--- config.mk ---
export PLATFORM = sky130hd
export DESIGN_NAME = idc_engine
export DESIGN_NICKNAME = d
export VERILOG_FILES = /design/src/sv/idc_pkg.sv /design/src/sv/idc_engine.sv
export SDC_FILE = /design/constraint.sdc
export NUM_CORES = 1
export LEC_CHECK = 0
export ABC_AREA = 1
export BUFFER_PORTS_ARGS = -buffer_cell sky130_fd_sc_hd__buf_2
export CORE_ASPECT_RATIO = 1.25
export CORE_MARGIN = 4
export CORE_UTILIZATION = 27
export DETAILED_ROUTE_END_ITERATION = 6
export PLACE_DENSITY = 0.6
export SETUP_SLACK_MARGIN = 0.15
export SYNTH_ARGS = -nofsm -noshare
export SYNTH_HDL_FRONTEND = slang
export SYNTH_SLANG_ARGS = --single-unit
--- constraint.sdc ---
create_clock -name clock -period 14.92 [get_ports clock]
set_clock_uncertainty 0.05 [all_clocks]
set_input_delay 2.984 -clock clock [delete_from_list [all_inputs] [get_ports clock]]
set_output_delay 2.984 -clock clock [all_outputs]
set_load 0.01 [all_outputs]
--- src/sv/idc_pkg.sv ---
// ----------------------------------------------------------------------------
// idc_pkg
// Shared widths, codes, types and the key normalization function of the
// item dictionary counter.
// ----------------------------------------------------------------------------
`default_nettype none

package idc_pkg;

   localparam int OP_W       = 2;
   localparam int KEY_W      = 64;
   localparam int BLOCK_W    = 3;
   localparam int INDEX_W    = 10;
   localparam int ID_W       = 11;
   localparam int COUNT_W    = 24;
   localparam int STATUS_W   = 2;
   localparam int LIMIT_W    = 11;
   localparam int CSR_IDX_W  = 1;
   localparam int CSR_DATA_W = 11;

   // Request operations.
   localparam logic [OP_W-1:0] OP_LOOKUP = 2'd0;
   localparam logic [OP_W-1:0] OP_GROUP  = 2'd1;
   localparam logic [OP_W-1:0] OP_READ   = 2'd2;

   // Response status codes.
   localparam logic [STATUS_W-1:0] ST_OK    = 2'd0;
   localparam logic [STATUS_W-1:0] ST_FULL  = 2'd1;
   localparam logic [STATUS_W-1:0] ST_RANGE = 2'd2;

   // Register indexes.
   localparam logic [CSR_IDX_W-1:0] CSR_GROUP_MODE = 1'd0;
   localparam logic [CSR_IDX_W-1:0] CSR_ITEM_LIMIT = 1'd1;

   localparam logic [LIMIT_W-1:0] LIMIT_RESET = 11'd1024;
   localparam logic [COUNT_W-1:0] COUNT_MAX   = {COUNT_W{1'b1}};

   typedef struct packed {
      logic [KEY_W-1:0]   key;
      logic [BLOCK_W-1:0] block;
      logic [COUNT_W-1:0] count;
   } entry_type;

   typedef struct packed {
      logic [ID_W-1:0]     item_id;
      logic [KEY_W-1:0]    entry_key;
      logic [BLOCK_W-1:0]  entry_block;
      logic [COUNT_W-1:0]  entry_count;
      logic [STATUS_W-1:0] status;
   } rsp_type;

   typedef struct packed {
      logic               group_mode;
      logic [LIMIT_W-1:0] item_limit;
   } cfg_type;

   // A key ends at its first zero byte; later bytes and bytes past the
   // key length are cleared.
   function automatic logic [KEY_W-1:0] norm_key(input logic [KEY_W-1:0] k,
                                                 input int unsigned nbytes);
      logic [KEY_W-1:0] r;
      logic             alive;
      r     = '0;
      alive = 1'b1;
      for (int b = 0; b < KEY_W / 8; b++) begin
         if (alive && (b < nbytes) && (k[8*b +: 8] != 8'd0)) begin
            r[8*b +: 8] = k[8*b +: 8];
         end else begin
            alive = 1'b0;
         end
      end
      return r;
   endfunction

endpackage

`default_nettype wire

--- src/sv/idc_engine.sv ---
// ----------------------------------------------------------------------------
// idc_engine
// Sequencer of the item dictionary: scans the entry memory one entry per
// cycle, updates counts and seen marks, appends new entries, clears marks
// and serves reads.
// ----------------------------------------------------------------------------
`default_nettype none

module idc_engine #(
   parameter int MAX_ENTRIES = 1024,
   parameter int KEY_BYTES   = 8
) (
   input  wire logic                             clock,
   input  wire logic                             reset,
   input  wire idc_pkg::cfg_type                 cfg,
   input  wire logic                             req_valid,
   output logic                                  req_ready,
   input  wire logic [idc_pkg::OP_W-1:0]         req_op,
   input  wire logic [idc_pkg::KEY_W-1:0]        req_item_key,
   input  wire logic [idc_pkg::BLOCK_W-1:0]      req_block_index,
   input  wire logic [idc_pkg::INDEX_W-1:0]      req_entry_index,
   output logic                                  res_valid,
   input  wire logic                             res_ready,
   output idc_pkg::rsp_type                      res,
   output logic                                  mem_re,
   output logic [$clog2(MAX_ENTRIES)-1:0]        mem_raddr,
   output logic [$clog2(MAX_ENTRIES)-1:0]        mem_waddr,
   output logic                                  ent_we,
   output idc_pkg::entry_type                    ent_wdata,
   input  wire idc_pkg::entry_type               ent_rdata,
   output logic                                  seen_we,
   output logic                                  seen_wdata,
   input  wire logic                             seen_rdata
);

   localparam int AW = $clog2(MAX_ENTRIES);
   localparam int CW = $clog2(MAX_ENTRIES + 1);
   localparam int LW = (CW > idc_pkg::ID_W) ? CW : idc_pkg::ID_W;

   localparam logic [2:0] S_IDLE  = 3'd0;
   localparam logic [2:0] S_SCAN  = 3'd1;
   localparam logic [2:0] S_MISS  = 3'd2;
   localparam logic [2:0] S_CLEAR = 3'd3;
   localparam logic [2:0] S_READ  = 3'd4;
   localparam logic [2:0] S_RESP  = 3'd5;

   logic [2:0]                   state_ff, state_in;
   logic [idc_pkg::KEY_W-1:0]    key_ff, key_in;
   logic [idc_pkg::BLOCK_W-1:0]  blk_ff, blk_in;
   logic [CW-1:0]                ptr_ff, ptr_in;
   logic [CW-1:0]                filled_ff, filled_in;
   idc_pkg::rsp_type             res_ff, res_in;

   logic [CW-1:0]                ptr_next, fill_next;
   logic [LW-1:0]                ptr_next_lw, fill_next_lw, filled_lw, idx_lw, limit_lw;
   logic [idc_pkg::ID_W-1:0]     id_ptr, id_fill;
   logic                         hit, bump, accept;
   logic [idc_pkg::COUNT_W-1:0]  count_new;

   assign ptr_next     = ptr_ff + 1'b1;
   assign fill_next    = filled_ff + 1'b1;
   assign ptr_next_lw  = LW'(ptr_next);
   assign fill_next_lw = LW'(fill_next);
   assign filled_lw    = LW'(filled_ff);
   assign idx_lw       = LW'(req_entry_index);
   assign id_ptr       = ptr_next_lw[idc_pkg::ID_W-1:0];
   assign id_fill      = fill_next_lw[idc_pkg::ID_W-1:0];
   assign limit_lw     = (LW'(cfg.item_limit) > LW'(MAX_ENTRIES)) ?
                         LW'(MAX_ENTRIES) : LW'(cfg.item_limit);

   assign hit  = (ent_rdata.block == blk_ff) && (ent_rdata.key == key_ff);
   assign bump = !(cfg.group_mode && seen_rdata);
   assign count_new = (bump && (ent_rdata.count != idc_pkg::COUNT_MAX)) ?
                      ent_rdata.count + 1'b1 : ent_rdata.count;

   assign req_ready = (state_ff == S_IDLE);
   assign accept    = req_valid && req_ready;
   assign res_valid = (state_ff == S_RESP);
   assign res       = res_ff;

   always_comb begin
      state_in   = state_ff;
      key_in     = key_ff;
      blk_in     = blk_ff;
      ptr_in     = ptr_ff;
      filled_in  = filled_ff;
      res_in     = res_ff;
      mem_re     = 1'b0;
      mem_raddr  = '0;
      mem_waddr  = ptr_ff[AW-1:0];
      ent_we     = 1'b0;
      ent_wdata  = '{key: key_ff, block: blk_ff, count: count_new};
      seen_we    = 1'b0;
      seen_wdata = 1'b0;
      unique case (state_ff)
         S_IDLE: begin
            if (accept) begin
               key_in = idc_pkg::norm_key(req_item_key, KEY_BYTES);
               blk_in = req_block_index;
               ptr_in = '0;
               res_in = '0;
               case (req_op)
                  idc_pkg::OP_LOOKUP: begin
                     if (filled_ff == '0) begin
                        state_in = S_MISS;
                     end else begin
                        mem_re   = 1'b1;
                        state_in = S_SCAN;
                     end
                  end
                  idc_pkg::OP_GROUP: begin
                     state_in = (filled_ff == '0) ? S_RESP : S_CLEAR;
                  end
                  idc_pkg::OP_READ: begin
                     if (idx_lw < filled_lw) begin
                        mem_re    = 1'b1;
                        mem_raddr = idx_lw[AW-1:0];
                        ptr_in    = idx_lw[CW-1:0];
                        state_in  = S_READ;
                     end else begin
                        res_in.status = idc_pkg::ST_RANGE;
                        state_in      = S_RESP;
                     end
                  end
                  default: begin
                     state_in = S_RESP;
                  end
               endcase
            end
         end
         S_SCAN: begin
            if (hit) begin
               ent_we     = 1'b1;
               ent_wdata  = '{key: ent_rdata.key, block: ent_rdata.block,
                              count: count_new};
               seen_we    = cfg.group_mode;
               seen_wdata = 1'b1;
               res_in     = '{item_id: id_ptr, entry_key: ent_rdata.key,
                              entry_block: ent_rdata.block, entry_count: count_new,
                              status: idc_pkg::ST_OK};
               state_in   = S_RESP;
            end else if (ptr_next == filled_ff) begin
               state_in = S_MISS;
            end else begin
               mem_re    = 1'b1;
               mem_raddr = ptr_next[AW-1:0];
               ptr_in    = ptr_next;
            end
         end
         S_MISS: begin
            if (filled_lw >= limit_lw) begin
               res_in        = '0;
               res_in.status = idc_pkg::ST_FULL;
            end else begin
               mem_waddr  = filled_ff[AW-1:0];
               ent_we     = 1'b1;
               ent_wdata  = '{key: key_ff, block: blk_ff, count: idc_pkg::COUNT_W'(1)};
               seen_we    = 1'b1;
               seen_wdata = cfg.group_mode;
               filled_in  = fill_next;
               res_in     = '{item_id: id_fill, entry_key: key_ff, entry_block: blk_ff,
                              entry_count: idc_pkg::COUNT_W'(1),
                              status: idc_pkg::ST_OK};
            end
            state_in = S_RESP;
         end
         S_CLEAR: begin
            seen_we = 1'b1;
            if (ptr_next == filled_ff) begin
               state_in = S_RESP;
            end else begin
               ptr_in = ptr_next;
            end
         end
         S_READ: begin
            res_in   = '{item_id: id_ptr, entry_key: ent_rdata.key,
                         entry_block: ent_rdata.block, entry_count: ent_rdata.count,
                         status: idc_pkg::ST_OK};
            state_in = S_RESP;
         end
         S_RESP: begin
            if (res_ready) begin
               state_in = S_IDLE;
            end
         end
         default: begin
            state_in = S_IDLE;
         end
      endcase
   end

   always_ff @(posedge clock) begin
      if (reset) begin
         state_ff  <= S_IDLE;
         filled_ff <= '0;
      end else begin
         state_ff  <= state_in;
         filled_ff <= filled_in;
      end
      key_ff <= key_in;
      blk_ff <= blk_in;
      ptr_ff <= ptr_in;
      res_ff <= res_in;
   end

endmodule

`default_nettype wire

==> impl_metrics.ini, run 1 <==
[logic_synthesis]
synth_area_leader_cell = edfxtp_1
yosys-top-cells-area = edfxtp_1 (47%), nand2_1 (11%), inv_1 (8.0%)
synth-async-reset-ratio_pct = 0
syn_area_um2 = 11600
ys_ff_latch = 196
syn_avg_cell_area_um2 = 8.01
synth.distinct_cells = 45
synth-main-ff-cell = edfxtp_1
ys_seq_area_share_pct = 49.7
synth_edf_count = 182
synth_nets = 1655
synth_top_area_share_pct = 47.2
synth_warnings = 0
syn_inst = 1444

[floorplanning]
core_area_um2 = 42300
die_area_um2 = 46200
start_util_pct = 27.4
fp.dieW_um = 193
die_h_um = 239
rows = 84
pin_count = 408

[placed_design]
dpl.hpwl_mm = 33.7
io_buffers = 407
globalplace.congestion = 0.907

[routing]
wl_per_cell_um = 18.1
top_layer = met5
route.detailed.drc = 0
ant_nets = 0
vias_per_cell = 4.72
wl_met3_mm = 3.67
drtPass1Iterations = 5
wirelength_mm = 42.4
drtIter0Drc = 577
vias = 11077
wl_met1_mm = 16.0
wl_met2_mm = 20.9

[pwr]
leakage_nw = 7.04
peakVddDrop_mv = 0.146
power.density_nw_per_um2 = 188

[clock_network]
cts_buffer_depth = 2
cts-root-buf = clkbuf_16
cts.htree.levels = 4
cts_setup_buffers = 0
cts_made_buffers = 17
clock_latency_ns = 0.47
cts-resized-gates = 0
clk_pin_slew_ns = 0.08
hold_buffers = 0
cts.sinks = 196
cts_tree = built

[sta]
grt_setup_unrepaired = no
finalSetupViolCount = 0
fin_crit_sh_pct = 61.2
period_needed_ns = 9.14
worst_slew_pin_slew_ns = 1.21
fin_tns_setup_ns = 0
slew_viol_final = 0
max_freq_mhz = 109
maxSlewHeadroom_pct = 19.1
finalHoldViolCount = 0
holdWs_ns = 0.487

[job]
maxCapViolCount = 0

[finish]
mostFrequentLayoutCell = buf_2
drive_above_1_share_pct = 26.6
n_fill_cell = 4480
syn_to_final_growth_pct = 26.3
nNetsFinal = 1983
mostFrequentLayoutCells = buf_2 (407), nand2_1 (331), inv_1 (247), edfxtp_1 (182), nor2_1 (164)

[critical_path]
cp.depth = 15
critical_path.top_delay_family = compound AO/OA/AOI/OAI gates
crit_slowest_cell = buf_4
timing.critical_path.buf_inv = 4
crit_required_ns = 11.89
critPathCaptureType = output port
cp_max_fo = 61
reg2reg_depth = 8
slowest_delay_ns = 0.56
cpMostUsedCell = nand2_1
crit_type = primary input to output port
reg2reg_slack_ns = 11.15
cp_cell_sequence = buf_2, nor4_1, a31o_2, nand2_1, ha_1, a21oi_1, o21ai_0, a221oi_1, nand2_1, nor2_4, buf_4, nand2_1, o21ai_0, inv_1, buf_2
critPathArrivalTime_ns = 6.10
start_kind = primary input

[status]
status = complete, no violations

[global_route]
antenna_found_initial = 6
grt_overflow = 0
grt_first_pass_wirelength_mm = 62.4
grt_start_max_net_pins = 70
grt_pass1_vias = 10860
grt_usage_pct = 17.8

[min_path]
hold_path.class = flop to flop
hold_depth = 2
## worst paths after layout
path,end,start
min,filled_ff[0]$_SDFFE_PP0P_,filled_ff[0]$_SDFFE_PP0P_
min reg2reg,filled_ff[0]$_SDFFE_PP0P_,filled_ff[0]$_SDFFE_PP0P_
max reg2reg,res[71]$_DFFE_PP_,state_ff[1]$_SDFFE_PP0P_
max,mem_waddr[0],cfg[2]
## power by group
part	internal [mW]	total, mW	switching, mW
Combinational	0.365	1.20	0.832
Sequential	0.954	1.05	0.0982
Clock	0.256	0.500	0.244
## synthesized netlist by cell type, types with 3 or more instances
cell type  count
nand2_1      331
inv_1        248
edfxtp_1     182
nor2_1       165
clkbuf_1     104
o22ai_1       71
o21ai_0       50
nand3_1       44
nand4_1       29
xor2_1        29
nor3_1        25
ha_1          24
a21oi_1       23
o21ai_1       23
nor4_1        17
dfxtp_1       14
a22o_1        13
xnor2_1        9
inv_2          7
buf_2          3
nor2_2         3
## stage by stage
step	worst slack (ns)	util, %	power, mW	area, um^2	cells
finish	5.78	34.6	2.75	14600	2348
floorplan	2.61	-	1.79	11600	1444
global placement	6.06	33.1	2.26	14000	2312
global route	5.55	34.6	2.93	14600	2346
CTS	5.83	34.6	2.79	14600	2344
detailed placement	5.85	33.1	2.28	14000	2312
## flip-flops by register name, summed over array words and instances (netlist names)
register   flops
ptr_ff        11
blk_ff         3
state_ff       3
res          104
key_ff        64
filled_ff     11
## worst min-delay path, stage by stage (launching register included)
cell	delay (ns)
dfxtp_1	0.36
nand2_1	0.08
a21oi_1	0.05
## routing by layer
metal  GRT usage (%)  up-vias
met5               0        -
met4            8.46        4
met3            5.26       96
met2            30.4      482
met1            20.2     5150
li1                -     5345
## cell families (layout without fill, tap and decap cells)
group | Yosys count | in the layout | share of synthesized area, %
and+or+nand+nor | 628 | 628 | 22.8
buffers and inverters | 365 | 706 | 12.0
adders and majority gates | 24 | 24 | 2.60
AOI/OAI and AO/OA | 192 | 192 | 9.82
DFF | 196 | 196 | 49.7
xor gates and xnor gates | 39 | 39 | 3.07
other | 0 | 4 | 0
## area by class of cell
type                       count  area, um^2  area share [%]
multi-input combinational    883        4460            30.5
clock buffer                  17         425            2.91
inverter                     256         962            6.58
sequential                   196        5750            39.3
clock inverter                15         193            1.32
tap                          559         699            4.79
timing repair buffer         418        2120            14.5
antenna                        4        10.0          0.0685
Note: power is estimated with default switching activity, not from simulation.
==> run 2, diff against run 1 <==
- PLACE_DENSITY: 0.6 -> 0.61
- clock period: 14.92 -> 7.9 ns (I/O delays scaled with it)
==> impl_metrics.ini, run 2 (synthesis gave the netlist of run 1 again) <==
[global_route]
grt_first_pass_wirelength_mm = 61.9
grt_usage_pct = 17.5
grt_overflow = 0
grt_pass1_vias = 10747
antenna_found_initial = 3
grt_start_max_net_pins = 105

[sta]
max_freq_mhz = 165
fin_tns_setup_ns = 0
finalHoldViolCount = 0
maxSlewHeadroom_pct = 27.3
period_needed_ns = 6.06
worst_slew_pin_slew_ns = 1.09
fin_crit_sh_pct = 76.7
finalSetupViolCount = 0
slew_viol_final = 0
setup_slack_ns = 1.84
grt_setup_unrepaired = no

[routing]
wirelength_mm = 41.7
route.detailed.drc = 0
drtPass1Iterations = 6
ant_nets = 0
vias = 10920
drtIter0Drc = 615
vias_per_cell = 4.66
wl_per_cell_um = 17.8

[critical_path]
reg2reg_depth = 8
cp_cell_sequence = buf_2, nor4_1, a31o_2, nand2_1, ha_1, a21oi_1, o21ai_0, a221oi_1, nand2_1, nor2_4, buf_4, nand2_1, o21ai_0, inv_1, buf_2
cpMostUsedCell = nand2_1
crit_type = primary input to output port
critPathCaptureType = output port
slowest_delay_ns = 0.37
critical_path.top_delay_family = compound AO/OA/AOI/OAI gates
crit_start = cfg[2]
cp_max_fo = 33
reg2reg_slack_ns = 4.31
crit_required_ns = 6.27
crit_slowest_cell = buf_4
r2r-start = state_ff[2]$_SDFFE_PP0P_
start_kind = primary input
timing.critical_path.buf_inv = 4
critPathArrivalTime_ns = 4.43
r2r-end = ptr_ff[5]$_DFFE_PP_

[clock_network]
cts-resized-gates = 0
cts.htree.levels = 4
cts_setup_buffers = 0
hold_buffers = 0
clk_pin_slew_ns = 0.07
cts_buffer_depth = 2
cts_made_buffers = 17
clock_latency_ns = 0.46
cts-root-buf = clkbuf_16
cts.sinks = 196
cts_tree = built

[placed_design]
io_buffers = 407
post-place-ws_ns = 1.85
dpl.hpwl_mm = 32.9
placed_cell_area_um2 = 14000
dp.cells = 2311
globalplace.congestion = 0.933

[floorplanning]
die_h_um = 239
pin_count = 408
die_area_um2 = 46200
core_area_um2 = 42300
rows = 84
fp.dieW_um = 193
start_util_pct = 27.4

[finish]
mostFrequentLayoutCell = buf_2
mostFrequentLayoutCells = buf_2 (407), nand2_1 (331), inv_1 (247), edfxtp_1 (182), nor2_1 (164)
largest_reg_flops = 104
syn_to_final_growth_pct = 25.6
final_cells = 2341
n_fill_cell = 4564
drive_above_1_share_pct = 26.2
nNetsFinal = 1982
finalInstanceArea_um2 = 14500
fin_util_pct = 34.4

[pwr]
power.density_nw_per_um2 = 349
peakVddDrop_mv = 0.308
leakage_nw = 7.00

[min_path]
hold_depth = 2
worstHoldStart = filled_ff[0]$_SDFFE_PP0P_
hold_path.class = flop to flop
whs_endpoint = filled_ff[0]$_SDFFE_PP0P_

[job]
maxCapViolCount = 0

[status]
status = complete, no violations
==> run 2: changes by cell type in the layout (fill, tap and decap cells not counted), sizes merged <==
cell      delta
inv          -2
diode        -3
bufinv       -1
clkinvlp     -1
clkinv       +1
buf          -1
==> run 2: stage by stage <==
| stage | hold WS, ns | total power [mW] |
|---|---|---|
| floorplan | 0.433 | 3.33 |
| global placement | 0.483 | 4.25 |
| detailed placement | 0.487 | 4.28 |
| finish | 0.495 | 5.07 |
| global route | 0.528 | 5.41 |
| CTS | 0.496 | 5.15 |
==> run 2: power by group <==
part           switching [mW]  internal, mW  total [mW]
Sequential              0.181          1.80        1.98
Combinational            1.55         0.694        2.25
Clock                   0.411         0.431       0.843
==> run 2: layer usage <==
metal	vias up	part of all wire (%)	track usage, %
met4	6	3.1	6.80
li1	5334	-	-
met3	69	7.7	5.17
met2	436	50	30.3
met1	5075	39	20.3
met5	-	0.091	0
==> run 2: final cells by class <==
class / count / area (um^2) / area share (%)
multi-input combinational: 883 / 4460 / 30.7
clock buffer: 17 / 425 / 2.93
antenna: 1 / 2.50 / 0.0172
inverter: 256 / 962 / 6.62
tap: 559 / 699 / 4.82
timing repair buffer: 417 / 2120 / 14.6
sequential: 196 / 5750 / 39.6
clock inverter: 12 / 106 / 0.732
==> run 2: worst max-delay path by stage <==
stage | cells past startpoint | end | slack [ns]
final | 15 | mem_waddr[0] | 1.84
after detailed placement | 15 | mem_waddr[0] | 1.85
after global placement | 15 | mem_waddr[0] | 1.94
after global routing | 15 | mem_waddr[0] | 1.50
after floorplan | 13 | res[0]$_DFFE_PP_ | 0.63
after CTS | 15 | mem_waddr[0] | 1.86
==> run 2: worst reg2reg max path: stages, from the launching register on <==
cell and delay (ns):
dfxtp_1 0.34, nor2_1 0.12, inv_1 0.10, nor2_1 0.29
nand2_1 0.34, clkinv_2 0.12, buf_4 0.72, o21ai_0 0.25
a21oi_1 0.89
